$ cat src/sv/clfqp_pkg.sv
package clfqp_pkg;

  localparam int RATE_W    = 16;
  localparam int LIMIT_W   = 15;
  localparam int CFG_W     = 16;
  localparam int CFG_IDX_W = 1;

  localparam logic [CFG_IDX_W-1:0] REG_RATE  = 1'd0;
  localparam logic [CFG_IDX_W-1:0] REG_LIMIT = 1'd1;

  localparam logic [RATE_W-1:0]  RATE_RESET  = 16'd4096;
  localparam logic [LIMIT_W-1:0] LIMIT_RESET = 15'd4096;

  typedef logic [1:0] status_t;

  localparam status_t ST_MET     = 2'd0;
  localparam status_t ST_NOAUTH  = 2'd1;
  localparam status_t ST_SOLVED  = 2'd2;
  localparam status_t ST_CLAMPED = 2'd3;

  typedef struct packed {
    logic met;
    logic noauth;
    logic vneg;
  } side_t;

  // width of the decay sum 2^(f+1)*p*v + c*(p^2+v^2)
  function automatic int sum_bits(input int w, input int f);
    int a;
    int b;
    a = 2 * w + f + 2;
    b = 2 * w + RATE_W + 2;
    return (a > b) ? a : b;
  endfunction

  // width of the positive sum after dropping the f+1 low bits
  function automatic int num_bits(input int w, input int f);
    return sum_bits(w, f) - 2 - f;
  endfunction

endpackage

$ cat src/sv/clfqp_div_cell.sv
module clfqp_div_cell
  import clfqp_pkg::*;
#(
  parameter int W    = 16,
  parameter int NUMW = 36
) (
  input  logic            clk,
  input  logic            rst_n,
  input  logic            up_valid,
  output logic            up_stall,
  input  logic [W-1:0]    up_rem,
  input  logic [NUMW-1:0] up_nq,
  input  logic [W-1:0]    up_dvs,
  input  side_t           up_side,
  output logic            dn_valid,
  input  logic            dn_stall,
  output logic [W-1:0]    dn_rem,
  output logic [NUMW-1:0] dn_nq,
  output logic [W-1:0]    dn_dvs,
  output side_t           dn_side
);

  logic            vld_r;
  logic [W-1:0]    rem_r;
  logic [NUMW-1:0] nq_r;
  logic [W-1:0]    dvs_r;
  side_t           side_r;

  logic [W:0]      trial;
  logic            ge;
  logic [W:0]      diff;
  logic [W-1:0]    rem_nxt;
  logic [NUMW-1:0] nq_nxt;

  assign up_stall = vld_r & dn_stall;

  // one restoring step: shift in the next numerator bit, subtract if it fits
  assign trial   = {up_rem, up_nq[NUMW-1]};
  assign ge      = trial >= {1'b0, up_dvs};
  assign diff    = trial - {1'b0, up_dvs};
  assign rem_nxt = ge ? diff[W-1:0] : trial[W-1:0];
  assign nq_nxt  = {up_nq[NUMW-2:0], ge};

  always_ff @(posedge clk) begin
    if (!rst_n) begin
      vld_r <= 1'b0;
    end else if (!up_stall) begin
      vld_r <= up_valid;
    end
  end

  always_ff @(posedge clk) begin
    if (!up_stall) begin
      rem_r  <= rem_nxt;
      nq_r   <= nq_nxt;
      dvs_r  <= up_dvs;
      side_r <= up_side;
    end
  end

  assign dn_valid = vld_r;
  assign dn_rem   = rem_r;
  assign dn_nq    = nq_r;
  assign dn_dvs   = dvs_r;
  assign dn_side  = side_r;

endmodule
$ cat config.mk
export PLATFORM = sky130hd
export DESIGN_NAME = clfqp_div_cell
export DESIGN_NICKNAME = d
export VERILOG_FILES = /design/src/sv/clfqp_pkg.sv /design/src/sv/clfqp_div_cell.sv
export SDC_FILE = /design/constraint.sdc
export NUM_CORES = 1
export LEC_CHECK = 0
export ABC_AREA = 1
export BUFFER_PORTS_ARGS = -buffer_cell sky130_fd_sc_hd__buf_2
export CORE_ASPECT_RATIO = 0.7
export CORE_MARGIN = 2
export CORE_UTILIZATION = 49
export CTS_BUF_LIST = sky130_fd_sc_hd__clkbuf_4
export DETAILED_ROUTE_END_ITERATION = 8
export PLACE_DENSITY = 0.82
export SETUP_SLACK_MARGIN = 0.02
export SLEW_MARGIN = 0
export SYNTH_ARGS = -nofsm -noshare
export SYNTH_HDL_FRONTEND = slang
export SYNTH_SLANG_ARGS = --single-unit
$ cat constraint.sdc
create_clock -name clk -period 2.45 [get_ports clk]
set_input_delay 0.1225 -clock clk [delete_from_list [all_inputs] [get_ports clk]]
set_output_delay 0.1225 -clock clk [all_outputs]
set_load 0.02 [all_outputs]
Word level (Yosys, flattened, before mapping)
Index checks and enable logic that the tools add are counted.

operators by class
  add/subtract/negate cells = 1
  $mul = 0
  div/mod/pow operators = 0
  magnitude comparators = 1
  equal/unequal tests = 0
  shift-type cells = 0
  muxes and demuxes = 1
  bitwise gates (word level) = 1
  reductions and logical operators = 0

operator list
  operator                        count
  >= comparator 17 x 16 -> 1 bit  1
  two-way mux 16 bit              1
  subtractor 16 bit               1
  AND 1 bit                       1

storage, ports and cells
  bits in registers = 72
  latch bits = 0
  bits in writable memories = 0
  memory bits (read-only) = 0
  output and inout bits = 73
  memories kept = 0

Logic depth before layout (Yosys ltp)
  word-level depth = 2
  gate-level depth with buffers = 14
  mapped depth without buffers = 13

Worst setup path before layout
Ideal clock, no wire load.

  path type = register to register
  start point = reg vld_r, in the netlist dn_valid
  end point = reg vld_r, in the netlist dn_valid
  setup time = 0.117 ns
  arrival time = 2.682 ns
  setup slack = -0.349 ns
  stages on the path, launching flop included = 4
  period minus slack after synthesis = 2.799 ns
  path through = dfxtp_1 nand2_1 inv_1 o21a_1

on the way
  word-level cells in the longest chain between the ends = 1

ends and longest elaborated chain
  what                      RTL line              text
  start: declaration        clfqp_div_cell.sv:23  logic vld_r;
  start signal: assignment  clfqp_div_cell.sv:48  vld_r <= up_valid;
  AND 1 bit                 clfqp_div_cell.sv:35  assign up_stall = vld_r & dn_stall;
  via up_stall              clfqp_div_cell.sv:10  output logic up_stall,

The timed path passes the listed nets, and every way through them passes these cells.
A chain may end at the register's enable or synchronous reset.

Worst setup path after layout
  start point = in up_dvs[14]
  end point = reg rem_r[5], in the netlist dn_rem[5] (data pin)

on the way
  word-level cells in the longest chain between the ends = 2

ends and longest elaborated chain
  what                            RTL line              text
  start: declaration              clfqp_div_cell.sv:13  input logic [W-1:0] up_dvs,
  >= comparator 17 x 16 -> 1 bit  clfqp_div_cell.sv:39  assign ge = trial >= {1'b0, up_dvs};
  two-way mux 16 bit              clfqp_div_cell.sv:41  assign rem_nxt = ge ? diff[W-1:0] : trial[W-1:0];
  via rem_nxt[5]                  clfqp_div_cell.sv:32  logic [W-1:0] rem_nxt;
  end signal: assignment          clfqp_div_cell.sv:54  rem_r <= rem_nxt;
  end: declaration                clfqp_div_cell.sv:24  logic [W-1:0] rem_r;

The timed path passes the listed nets, and every way through them passes these cells.

==> results.toml <==
[synth]
yosys.area.top_type_share_pct = 61.16
synth_area_per_cell_um2 = 10.13
synth_edf_count = 71
syn-cell-area_mm2 = 0.003486
ys_ff_latch = 72
synth_fp_nets = 436
synth_cell_types = 24
yosys_warnings = 0
yosysTopAreaCell = "edfxtp_1"
synth-seq-area-share_pct = 61.74
async_reset_ff_share_pct = 0
syn_inst = 344
synth_top_flop_cell = "edfxtp_1"
netlist_top_cells_area = "edfxtp_1 61%, nand2_1 13%, inv_1 6.6%, ha_1 5.7%, nand3_1 2.4%"

[power]
pwr-share-seq_pct = 47.5
power_mw = 3.213
vdd.ir_drop.worst_mv = 0.3276
power_density_mw_per_mm2 = 619.3
combPwrFrac_pct = 24.8
internal-power_mw = 2.228
power_switching_mw = 0.9851
power_frac_clock_pct = 27.8
p_sw_share_pct = 30.66
p_leak_nw = 2.641

[worst_setup_path]
cp_max_fo = 10
crit_path_start_kind = "input port"
crit_path_end_kind = "flop"
cp_data_required_time_ns = 2.73
crit_arrival_ns = 2.46
rr_worst_depth = 4
path_class = "in -> reg"

[timing]
setup_viol = 0
fin_setup_tns_ns = 0
fin_crit_sh_pct = 88.82
slew_headroom_pct = 67.36
final_max_slew_viol_count = 0
rsz0062_at_grt = "false"
fmax_mhz = 459.6
hold_violations = 0
period_minus_slack_ns = 2.176
finClkSkew_ns = 0.01978
tightest_slew_ns = 0.4897
layout_setup_ws_ns = 0.2740

[placed_design]
post-place-ws_ns = 0.5331
gp_congestion = 0.8197
hpwl_um = 6694
portBuffers = 147

[route]
drc_errors = 0
wl_met3_um = 1017
drt-total-wl_um = 11020
drt_iter0_markers = 301
route.met2.wl_um = 5454
topRoutingLayerUsed = "met4"
avgRoutedWirePerCell_um = 16.46
final_antenna_net_count = 0
drt-met1-wl_um = 4255
vias = 3342
viasPerCell = 4.996
drtPass1Iterations = 6

[floorplanning]
coreArea_mm2 = 0.006819
die_x_um = 104.8
initial_core_util_pct = 51.12
die-area_mm2 = 0.007815
die_y_um = 74.57
ios = 148
rows = 25

[global_routing]
grt_pass1_vias = 3188
grt_max_degree = 40
antenna_found_initial = 0
grt_pass1_wl_um = 16440
track_usage_pct = 28.43
grt_overflow_total = 0

[layout]
nNetsFinal = 662
area_growth_pct = 48.82
drive_above_1_share_pct = 30.43
antennaDiodeCount = 0
n_fill_cell = 474

[clocking]
clkLatencyLatePin_ns = 0.41
htreeDepth = 3
clock_path_buffers = 2
cts_setup_buffers = 0
numCtsBuffers = 9
cts_resized = 0
clk_pin_slew_ns = 0.12
root_buffer = "clkbuf_4"
cts_tree = "yes"
clock-sinks = 72

[hold_path]
hold_path.class = "in -> reg"
min_path_cells = 3

[job]
cap_violations = 0

[status]
status = "completed"
-- final timing paths --
path              startpoint   endpoint  slack, ns
setup / recovery  up_dvs[14]  dn_rem[5]       0.27
hold / removal     up_rem[8]  dn_rem[9]       0.04
setup reg to reg    dn_valid   dn_valid       0.78
hold reg to reg     dn_valid  dn_dvs[0]       0.92
-- cells in the final DEF, fill, tap and decap left out, types with 3 or more instances in the layout --
cell / n
a21oi_1: 9
buf_2: 147
clkbuf_4: 10
dlygate4sd3_1: 68
edfxtp_1: 71
ha_1: 16
inv_1: 61
nand2_1: 120
nand3_1: 17
nand4_1: 4
nor2_1: 16
nor2_2: 3
xor2_1: 5
-- area by class of cell --
| class | instances | area [µm²] | area share (%) |
|---|---|---|---|
| Timing Repair Buffer | 218 | 1451 | 27.98 |
| Sequential cell | 72 | 2152 | 41.49 |
| Inverter | 61 | 229.0 | 4.414 |
| Clock inverter | 6 | 92.59 | 1.785 |
| Clock buffer | 10 | 75.07 | 1.447 |
| Multi-Input combinational cell | 208 | 1070 | 20.62 |
| Tap cell | 94 | 117.6 | 2.267 |
-- critical path: stages --
cell           delay [ns]
dlygate4sd3_1        0.55
buf_2                0.13
inv_1                0.05
ha_1                 0.31
a21oi_1              0.34
nor2_1               0.07
nor2_1               0.09
nand2_1              0.07
nor2_1               0.11
nand2_2              0.07
inv_1                0.15
buf_4                0.22
nand2_1              0.09
nand2_1              0.09
-- cell usage after synthesis, types with 3 or more instances --
cell      instances
nand2_1         121
edfxtp_1         71
inv_1            61
nand3_1          17
ha_1             16
nor2_1           16
a21oi_1           9
xor2_1            5
nand4_1           4
nor2_2            3
-- power groups by stage --
stage / Sequential (mW) / Clock [mW] / Combinational, mW
4_1_cts: 1.52 / 0.893 / 0.768
6_report: 1.52 / 0.893 / 0.795
3_5_place_dp: 1.55 / 0 / 0.681
5_1_grt: 1.53 / 0.959 / 0.859
2_1_floorplan: 1.71 / 0 / 0.278
3_3_place_gp: 1.54 / 0 / 0.669
-- registers in the layout (all words and copies together) (netlist names) --
name / cells
dn_dvs: 16
dn_nq: 36
dn_rem: 16
dn_side: 3
dn_valid: 1
-- cell families after synthesis --
group | count (synthesis) | synth area share (%)
simple gates | 172 | 20.64
flops | 72 | 61.74
compound gates | 13 | 2.010
fa+ha+maj | 17 | 6.317
xor+xnor | 6 | 1.508
buf+inv | 64 | 7.789
-- timing repair --
item / in CTS / in global routing
hold buffers: 67 / 1
endpoints found under the hold margin: 66 / 1
setup endpoints to repair: 0 / 0
-- metrics by stage --
stage | instance area (µm²) | cells | util, % | hold slack [ns]
after floorplan | 3488 | 344 | - | 0.2214
after CTS | 5177 | 668 | 75.93 | 0.0007095
final | 5187 | 669 | 76.07 | 0.03741
after global routing | 5187 | 669 | 76.07 | 0.03124
after detailed placement | 4339 | 585 | 63.63 | 0.3006
after global placement | 4339 | 585 | 63.63 | 0.2987
-- routing by layer --
layer / track usage [%] / up-vias
li1: - / 1566
met1: 34.34 / 1525
met2: 50.14 / 217
met3: 8.677 / 34
met4: 8.889 / 0
met5: 0 / -
(Power assumes the default switching activity.)
