<file path="src/sv/clfqp_pkg.sv">
package clfqp_pkg;

  localparam int RATE_W    = 16;
  localparam int LIMIT_W   = 15;
  localparam int CFG_W     = 16;
  localparam int CFG_IDX_W = 1;

  localparam logic [CFG_IDX_W-1:0] REG_RATE  = 1'd0;
  localparam logic [CFG_IDX_W-1:0] REG_LIMIT = 1'd1;

  localparam logic [RATE_W-1:0]  RATE_RESET  = 16'd4096;
  localparam logic [LIMIT_W-1:0] LIMIT_RESET = 15'd4096;

  typedef logic [1:0] status_t;

  localparam status_t ST_MET     = 2'd0;
  localparam status_t ST_NOAUTH  = 2'd1;
  localparam status_t ST_SOLVED  = 2'd2;
  localparam status_t ST_CLAMPED = 2'd3;

  typedef struct packed {
    logic met;
    logic noauth;
    logic vneg;
  } side_t;

  // width of the decay sum 2^(f+1)*p*v + c*(p^2+v^2)
  function automatic int sum_bits(input int w, input int f);
    int a;
    int b;
    a = 2 * w + f + 2;
    b = 2 * w + RATE_W + 2;
    return (a > b) ? a : b;
  endfunction

  // width of the positive sum after dropping the f+1 low bits
  function automatic int num_bits(input int w, input int f);
    return sum_bits(w, f) - 2 - f;
  endfunction

endpackage

</file>
<file path="src/sv/clfqp_front.sv">
module clfqp_front
  import clfqp_pkg::*;
#(
  parameter int W = 16,
  parameter int F = 12
) (
  input  logic                        clk,
  input  logic                        rst_n,
  input  logic                        up_valid,
  output logic                        up_stall,
  input  logic signed [W-1:0]         position,
  input  logic signed [W-1:0]         velocity,
  input  logic [RATE_W-1:0]           rate,
  output logic                        dn_valid,
  input  logic                        dn_stall,
  output logic [num_bits(W, F)-1:0]   num,
  output logic [W-1:0]                dvs,
  output side_t                       side
);

  localparam int NBITS = sum_bits(W, F);
  localparam int NUMW  = num_bits(W, F);
  localparam int CSQW  = 2 * W + RATE_W;

  logic [3:0] vld_r;
  logic [4:0] stall_s;

  logic signed [2*W-1:0] pp_a_r, vv_a_r, pv_a_r;
  logic signed [W-1:0]   v_a_r;
  logic [2*W-1:0]        sq_b_r;
  logic signed [2*W-1:0] pv_b_r;
  logic signed [W-1:0]   v_b_r;
  logic [CSQW-1:0]       csq_c_r;
  logic signed [2*W-1:0] pv_c_r;
  logic signed [W-1:0]   v_c_r;
  logic [NUMW-1:0]       num_d_r;
  logic [W-1:0]          dvs_d_r;
  side_t                 side_d_r;

  logic signed [2*W-1:0] pp_nxt, vv_nxt, pv_nxt;
  logic [CSQW-1:0]       csq_nxt;
  logic signed [NBITS-1:0] n_sum;
  logic                  n_pos;
  logic [W-1:0]          vabs;

  always_comb begin
    stall_s[4] = dn_stall;
    for (int k = 3; k >= 0; k--) begin
      stall_s[k] = vld_r[k] & stall_s[k+1];
    end
  end
  assign up_stall = stall_s[0];

  always_ff @(posedge clk) begin
    if (!rst_n) begin
      vld_r <= '0;
    end else begin
      if (!stall_s[0]) vld_r[0] <= up_valid;
      for (int k = 1; k < 4; k++) begin
        if (!stall_s[k]) vld_r[k] <= vld_r[k-1];
      end
    end
  end

  assign pp_nxt  = position * position;
  assign vv_nxt  = velocity * velocity;
  assign pv_nxt  = position * velocity;
  assign csq_nxt = rate * sq_b_r;

  assign n_sum = $signed({{(NBITS - CSQW){1'b0}}, csq_c_r})
               + (NBITS'(pv_c_r) <<< (F + 1));
  assign n_pos = !n_sum[NBITS-1] && (n_sum != '0);
  assign vabs  = v_c_r[W-1] ? (~v_c_r + 1'b1) : v_c_r;

  always_ff @(posedge clk) begin
    if (!stall_s[0]) begin
      pp_a_r <= pp_nxt;
      vv_a_r <= vv_nxt;
      pv_a_r <= pv_nxt;
      v_a_r  <= velocity;
    end
    if (!stall_s[1]) begin
      sq_b_r <= pp_a_r + vv_a_r;
      pv_b_r <= pv_a_r;
      v_b_r  <= v_a_r;
    end
    if (!stall_s[2]) begin
      csq_c_r <= csq_nxt;
      pv_c_r  <= pv_b_r;
      v_c_r   <= v_b_r;
    end
    if (!stall_s[3]) begin
      num_d_r         <= n_sum[NBITS-2:F+1];
      dvs_d_r         <= vabs;
      side_d_r.met    <= !n_pos;
      side_d_r.noauth <= n_pos && (v_c_r == '0);
      side_d_r.vneg   <= v_c_r[W-1];
    end
  end

  assign dn_valid = vld_r[3];
  assign num      = num_d_r;
  assign dvs      = dvs_d_r;
  assign side     = side_d_r;

endmodule

</file>
<file path="config.mk">
export PLATFORM = sky130hd
export DESIGN_NAME = clfqp_front
export DESIGN_NICKNAME = d
export VERILOG_FILES = /design/src/sv/clfqp_pkg.sv /design/src/sv/clfqp_front.sv
export SDC_FILE = /design/constraint.sdc
export NUM_CORES = 2
export LEC_CHECK = 0
export BUFFER_PORTS_ARGS = -buffer_cell sky130_fd_sc_hd__clkbuf_2
export CORE_UTILIZATION = 30
export DETAILED_ROUTE_END_ITERATION = 12
export GPL_ROUTABILITY_DRIVEN = 0
export GPL_TIMING_DRIVEN = 1
export SYNTH_ARGS = -nofsm -noshare
export SYNTH_HDL_FRONTEND = slang
export SYNTH_SLANG_ARGS = --single-unit
</file>
<file path="constraint.sdc">
create_clock -name clk -period 18.3 [get_ports clk]
set_clock_uncertainty 0.05 [all_clocks]
set_input_delay 3.66 -clock clk [delete_from_list [all_inputs] [get_ports clk]]
set_output_delay 3.66 -clock clk [all_outputs]
set_load 0.01 [all_outputs]
</file>
# --- Yosys cells after proc, flatten, opt, wreduce, memory -nomap -nowiden ---
# Cells that the tools add are included.
word_totals:
  reg_bits: 347
  elab_cells: 39
  out_inout_bits: 57
  in_bits: 52
op_classes:
  addsub: 3
  mul: 4
  bitwise: 5
  mux: 1
  reduce_logical: 6
ops:
  columns: ["operator", "n"]
  rows:
  - ["$mul 16x16->32", 3]
  - ["$add 49x45->50", 1]
  - ["$reduce_bool 50->1", 1]
  - ["$mul 16x32->48", 1]
  - ["$add 32x32->32", 1]
  - ["$add 16x1->16 const B", 1]
  - ["$logic_not 16->1", 1]
  - ["$not 16->16", 1]
  - ["$mux 15", 1]
  - ["$and 1x1->1", 4]
  - ["$logic_and 1x1->1", 2]
  - ["$logic_not 1->1", 2]

# --- Longest topological paths before layout ---
logic_depth:
  word_depth: 4
  mapped_depth: 27

# --- Least setup slack after synthesis ---
# Ideal clock, no wire load.
synth_timing:
  path_type: "input -> output"
  from: "in dn_stall"
  to: "out up_stall"
  path_buffers: 0
  t_required_ps: 14590
  path_stages: 3
  slack_ps: 7443
  arrival_time_ps: 7147
  cell_sequence: "and3_1 > nand3_1 > inv_1"
synth_between:
  elab_chain_len: 4
synth_rtl:
  columns: ["item", "line", "source"]
  rows:
  - ["start, declared", "clfqp_front.sv:15", "input logic dn_stall,"]
  - ["$and 1x1->1 (4 in a row)", "clfqp_front.sv:49", "stall_s[k] = vld_r[k] & stall_s[k+1];"]
  - ["end, declared", "clfqp_front.sv:10", "output logic up_stall,"]
# Every way passes these cells.

# --- Final worst setup path ---
layout_timing:
  from: "in velocity[3]"
  to: "reg pv_a_r[28], data pin"
layout_between:
  elab_chain_len: 1
layout_rtl:
  columns: ["item", "line", "source"]
  rows:
  - ["start, declared", "clfqp_front.sv:12", "input logic signed [W-1:0] velocity,"]
  - ["$mul 16x16->32", "clfqp_front.sv:67", "assign pv_nxt = position * velocity;"]
  - ["via pv_nxt[28]", "clfqp_front.sv:40", "logic signed [2*W-1:0] pp_nxt, vv_nxt, pv_nxt;"]
  - ["end signal, assigned", "clfqp_front.sv:79", "pv_a_r <= pv_nxt;"]
  - ["end, declared", "clfqp_front.sv:28", "logic signed [2*W-1:0] pp_a_r, vv_a_r, pv_a_r;"]
# The timed path passes the listed nets, and every way through them passes these cells.
# A chain may end at the register's enable or synchronous reset.

==> metrics.txt <==
# TYPE chip_impl_metric gauge
chip_impl_metric{name="floorplan.die_area",unit="mm2"} 0.1941
chip_impl_metric{name="htreeDepth",unit=""} 2
chip_impl_metric{name="remaining_drc_errors",unit=""} 0
chip_impl_info{name="worst_hold_path.endpoint",value="pv_c_r[6]$_DFFE_PN_"} 1
chip_impl_metric{name="maximum_number_of_pins_on_one_net_before_global_route_repair",unit=""} 81
chip_impl_metric{name="numCtsBuffers",unit=""} 39
chip_impl_metric{name="final.hold.worst_slack",unit="ps"} 365.5
chip_impl_info{name="hp-class",value="flip-flop to flip-flop"} 1
chip_impl_metric{name="synth_largest_type_area_fraction",unit="%"} 40.28
chip_impl_metric{name="final_hold_viol_count",unit=""} 0
chip_impl_info{name="synth_ff_type",value="sky130_fd_sc_hd__edfxtp_1"} 1
chip_impl_metric{name="syn2layout_area_growth",unit="%"} 7.806
chip_impl_info{name="worst-setup-path-type",value="input port to flip-flop"} 1
chip_impl_metric{name="max_cap_viol_count",unit=""} 0
chip_impl_metric{name="cts.path.max_buffers",unit=""} 3
chip_impl_metric{name="final-max-slew-violation-count",unit=""} 0
chip_impl_metric{name="synth-warning-count",unit=""} 0
chip_impl_metric{name="setup_viol",unit=""} 0
chip_impl_metric{name="core.rowCount",unit=""} 160
chip_impl_metric{name="dp_worst_setup_slack",unit="ps"} 7204
chip_impl_metric{name="unique_cell_type_count_in_the_yosys_netlist",unit=""} 91
chip_impl_metric{name="syn_nets",unit=""} 7459
chip_impl_metric{name="place.detailed.hpwl",unit="mm"} 110.1
chip_impl_metric{name="clk-insertion-delay-late",unit="ps"} 610
chip_impl_metric{name="grt_use_met2",unit="%"} 26.69
chip_impl_info{name="timing.rr.end",value="csq_c_r[45]$_DFFE_PN_"} 1
chip_impl_metric{name="cp_data_required_time",unit="ps"} 18580
chip_impl_metric{name="synth.ff_latch_count",unit=""} 344
chip_impl_metric{name="global_route.usage.total",unit="%"} 15.15
chip_impl_metric{name="hold_buffers",unit=""} 0
chip_impl_metric{name="port_buffers",unit=""} 108
chip_impl_info{name="synth.largest_area_cell",value="sky130_fd_sc_hd__fa_1"} 1
chip_impl_info{name="timing.critical_path.from_type",value="input port"} 1
chip_impl_metric{name="antenna_violating_nets_post_route",unit=""} 0
chip_impl_metric{name="async_flop_share",unit="%"} 0
chip_impl_metric{name="final.fill_count",unit=""} 19540
chip_impl_metric{name="wl_per_cell",unit="um"} 17.09
chip_impl_metric{name="fp.dieH",unit="um"} 440.6
chip_impl_metric{name="final.period_utilization",unit="%"} 57.51
chip_impl_info{name="netlist_top_cells_count",value="sky130_fd_sc_hd__inv_1, sky130_fd_sc_hd__fa_1, sky130_fd_sc_hd__nand2_1"} 1
chip_impl_metric{name="timing.final.ws_setup",unit="ps"} 7776
chip_impl_info{name="cts_tree",value="built"} 1
chip_impl_info{name="gr_peak_layer",value="met2"} 1
chip_impl_metric{name="dieWidth",unit="um"} 440.6
chip_impl_info{name="timing.hold.worst.start",value="pv_b_r[6]$_DFFE_PN_"} 1
chip_impl_info{name="endpoint_kind",value="flip-flop"} 1
chip_impl_metric{name="cts.reportedPaths.clkPinSlew",unit="ps"} 70
chip_impl_metric{name="use_met1",unit="%"} 19.53
chip_impl_metric{name="layout_min_cycle_time",unit="ps"} 10520
chip_impl_metric{name="timing_worst_slew_pin_value",unit="ps"} 1097
chip_impl_metric{name="critical_path_peak_fanout",unit=""} 30
chip_impl_metric{name="floorplan.io_pins",unit=""} 109
chip_impl_info{name="netlist_top_cells_area",value="sky130_fd_sc_hd__fa_1, sky130_fd_sc_hd__edfxtp_1, sky130_fd_sc_hd__ha_1"} 1
chip_impl_metric{name="grt.overflow.total",unit=""} 0
chip_impl_metric{name="final_nets",unit=""} 7433
chip_impl_info{name="outcome",value="completed"} 1
chip_impl_metric{name="tns",unit="ps"} 0
chip_impl_metric{name="core-area",unit="mm2"} 0.1906
chip_impl_metric{name="sinks_on_the_clock_net",unit=""} 344
chip_impl_metric{name="first_global_vias",unit=""} 42900
chip_impl_info{name="regToRegStartpoint",value="sq_b_r[7]$_DFFE_PN_"} 1
chip_impl_info{name="cts.root.buffer_cell",value="sky130_fd_sc_hd__clkbuf_16"} 1
chip_impl_metric{name="remaining_max_slew_budget_at_the_tightest_pin",unit="%"} 26.85
chip_impl_metric{name="syn-cell-area",unit="mm2"} 0.05771
chip_impl_metric{name="grt_antenna_before_repair",unit=""} 14
chip_impl_info{name="yosysMostFrequentCell",value="sky130_fd_sc_hd__inv_1"} 1
chip_impl_metric{name="final_cells",unit=""} 8329
chip_impl_metric{name="place_inst",unit=""} 8255
chip_impl_metric{name="post_route_cells_drive_above_1_share",unit="%"} 4.248
chip_impl_metric{name="critical_path_arrival",unit="ps"} 10800
chip_impl_metric{name="vias",unit=""} 38980
chip_impl_metric{name="synth.avg_cell_area",unit="um2"} 9.930
chip_impl_metric{name="detail_route.wirelength",unit="mm"} 142.3
chip_impl_metric{name="r2r_cells",unit=""} 23
chip_impl_metric{name="drt-initial-drc-count",unit=""} 2175
chip_impl_metric{name="synth_sequential_area_ratio",unit="%"} 17.83
chip_impl_metric{name="regToRegSetupSlack",unit="ps"} 10840
chip_impl_metric{name="groute.layer.met3.usage",unit="%"} 1.840
chip_impl_metric{name="number_of_cells_upsized_or_downsized_after_cts",unit=""} 0
chip_impl_info{name="grt_setup_unrepaired",value="false"} 1
chip_impl_metric{name="fmaxAchievable",unit="GHz"} 0.09502
chip_impl_metric{name="post_cts_setup_buffer_count",unit=""} 0
chip_impl_metric{name="start_util",unit="%"} 30.28
chip_impl_metric{name="vias_per_cell",unit=""} 4.680
chip_impl_metric{name="grt_first_pass_wirelength",unit="mm"} 232.0
chip_impl_metric{name="drtPass1Iterations",unit=""} 6
chip_impl_metric{name="worst_hold_path.num_cells",unit=""} 0
chip_impl_metric{name="post_synth_edffs",unit=""} 340
chip_impl_metric{name="syn-instance-count",unit=""} 5811
sequential cells by signal (all words and copies together), names as in the netlist, 31 cells and up:
signal	cells
pp_a_r	31
pv_c_r	32
vv_a_r	31
sq_b_r	32
pv_a_r	32
csq_c_r	48
num	36
pv_b_r	32
final cells by class:
cell class                 count  area [um2]  share of cell area [%]
clock buffer                  44       994.7                   1.599
tap                         2511        3142                   5.050
inverter                    1436        5391                   8.667
sequential                   344       10290                   16.54
multi-input combinational   3821       41210                   66.25
antenna                        4       10.01                 0.01609
clock inverter                26       366.6                  0.5893
timing repair buffer         143       803.3                   1.291
kinds of logic after synthesis:
| group | synth area share, % |
|---|---|
| buffers and inverters | 10.79 |
| muxes | 0.01735 |
| adders and majority gates | 49.71 |
| DFF | 17.83 |
| AOI/OAI and AO/OA | 5.937 |
| xor gates and xnor gates | 3.294 |
| and+or+nand+nor | 12.42 |
how the worst max path moves through the flow:
stage,from,to,slack (ps),cells after the start
6_report,velocity[3],pv_a_r[28]$_DFFE_PN_,7780,22
5_1_grt,velocity[3],pv_a_r[28]$_DFFE_PN_,7460,22
4_1_cts,velocity[3],pv_a_r[28]$_DFFE_PN_,7870,22
3_5_place_dp,velocity[3],pv_a_r[28]$_DFFE_PN_,7200,22
3_3_place_gp,velocity[3],pv_a_r[28]$_DFFE_PN_,7340,22
2_1_floorplan,dn_stall,up_stall,7440,3
metal layers:
metal / share of wire (%) / routed length (um) / vias up
met5: 0.029 / 41 / -
met4: 2.6 / 3706 / 6
met3: 5.3 / 7560 / 222
met2: 50 / 71050 / 1008
met1: 42 / 59980 / 20200
li1: - / - / 17550
layout by cell type (no fill, tap or decap), types with 21 or more instances in the layout:
master | Yosys | layout
sky130_fd_sc_hd__o21ai_0 | 72 | 72
sky130_fd_sc_hd__ha_1 | 435 | 435
sky130_fd_sc_hd__fa_1 | 1161 | 1161
sky130_fd_sc_hd__nor2b_1 | 27 | 27
sky130_fd_sc_hd__buf_4 | 1 | 35
sky130_fd_sc_hd__inv_1 | 1435 | 1434
sky130_fd_sc_hd__a211oi_1 | 21 | 21
sky130_fd_sc_hd__xnor2_1 | 156 | 156
sky130_fd_sc_hd__edfxtp_1 | 340 | 340
sky130_fd_sc_hd__nand2_1 | 697 | 695
sky130_fd_sc_hd__clkbuf_16 | 0 | 39
sky130_fd_sc_hd__xor2_1 | 61 | 61
sky130_fd_sc_hd__nor2_1 | 181 | 181
sky130_fd_sc_hd__and2_1 | 383 | 383
sky130_fd_sc_hd__a21oi_1 | 143 | 143
sky130_fd_sc_hd__clkbuf_2 | 0 | 108
sky130_fd_sc_hd__nor3_1 | 32 | 32
sky130_fd_sc_hd__o21a_1 | 30 | 30
sky130_fd_sc_hd__nand2b_1 | 40 | 40
sky130_fd_sc_hd__o21bai_1 | 23 | 23
sky130_fd_sc_hd__nand3_1 | 42 | 41
sky130_fd_sc_hd__a21o_1 | 76 | 76
critical path, stage by stage:
cell	delay, ps
sky130_fd_sc_hd__clkbuf_2	600
sky130_fd_sc_hd__inv_1	450
sky130_fd_sc_hd__nor2_1	230
sky130_fd_sc_hd__fa_1	540
sky130_fd_sc_hd__inv_1	190
sky130_fd_sc_hd__fa_1	430
sky130_fd_sc_hd__inv_1	90
sky130_fd_sc_hd__fa_1	440
sky130_fd_sc_hd__fa_1	510
sky130_fd_sc_hd__fa_1	490
sky130_fd_sc_hd__inv_1	50
sky130_fd_sc_hd__fa_1	480
sky130_fd_sc_hd__inv_1	40
sky130_fd_sc_hd__ha_1	380
sky130_fd_sc_hd__a21oi_1	170
sky130_fd_sc_hd__a21boi_0	90
sky130_fd_sc_hd__o21ai_0	220
sky130_fd_sc_hd__nand2_1	130
sky130_fd_sc_hd__o41ai_1	770
sky130_fd_sc_hd__o21bai_1	290
sky130_fd_sc_hd__a21oi_1	250
sky130_fd_sc_hd__xnor2_1	280
metrics by stage:
| stage | area (um2) | utilization (%) |
|---|---|---|
| 2_1_floorplan | 57710 | - |
| 3_3_place_gp | 60840 | 31.92 |
| 3_5_place_dp | 60840 | 31.92 |
| 4_1_cts | 62200 | 32.64 |
| 5_1_grt | 62200 | 32.64 |
| 6_report | 62210 | 32.64 |
Power is not shown: default switching activity piles up to over one toggle a cycle in this logic, so the estimate is an artifact.
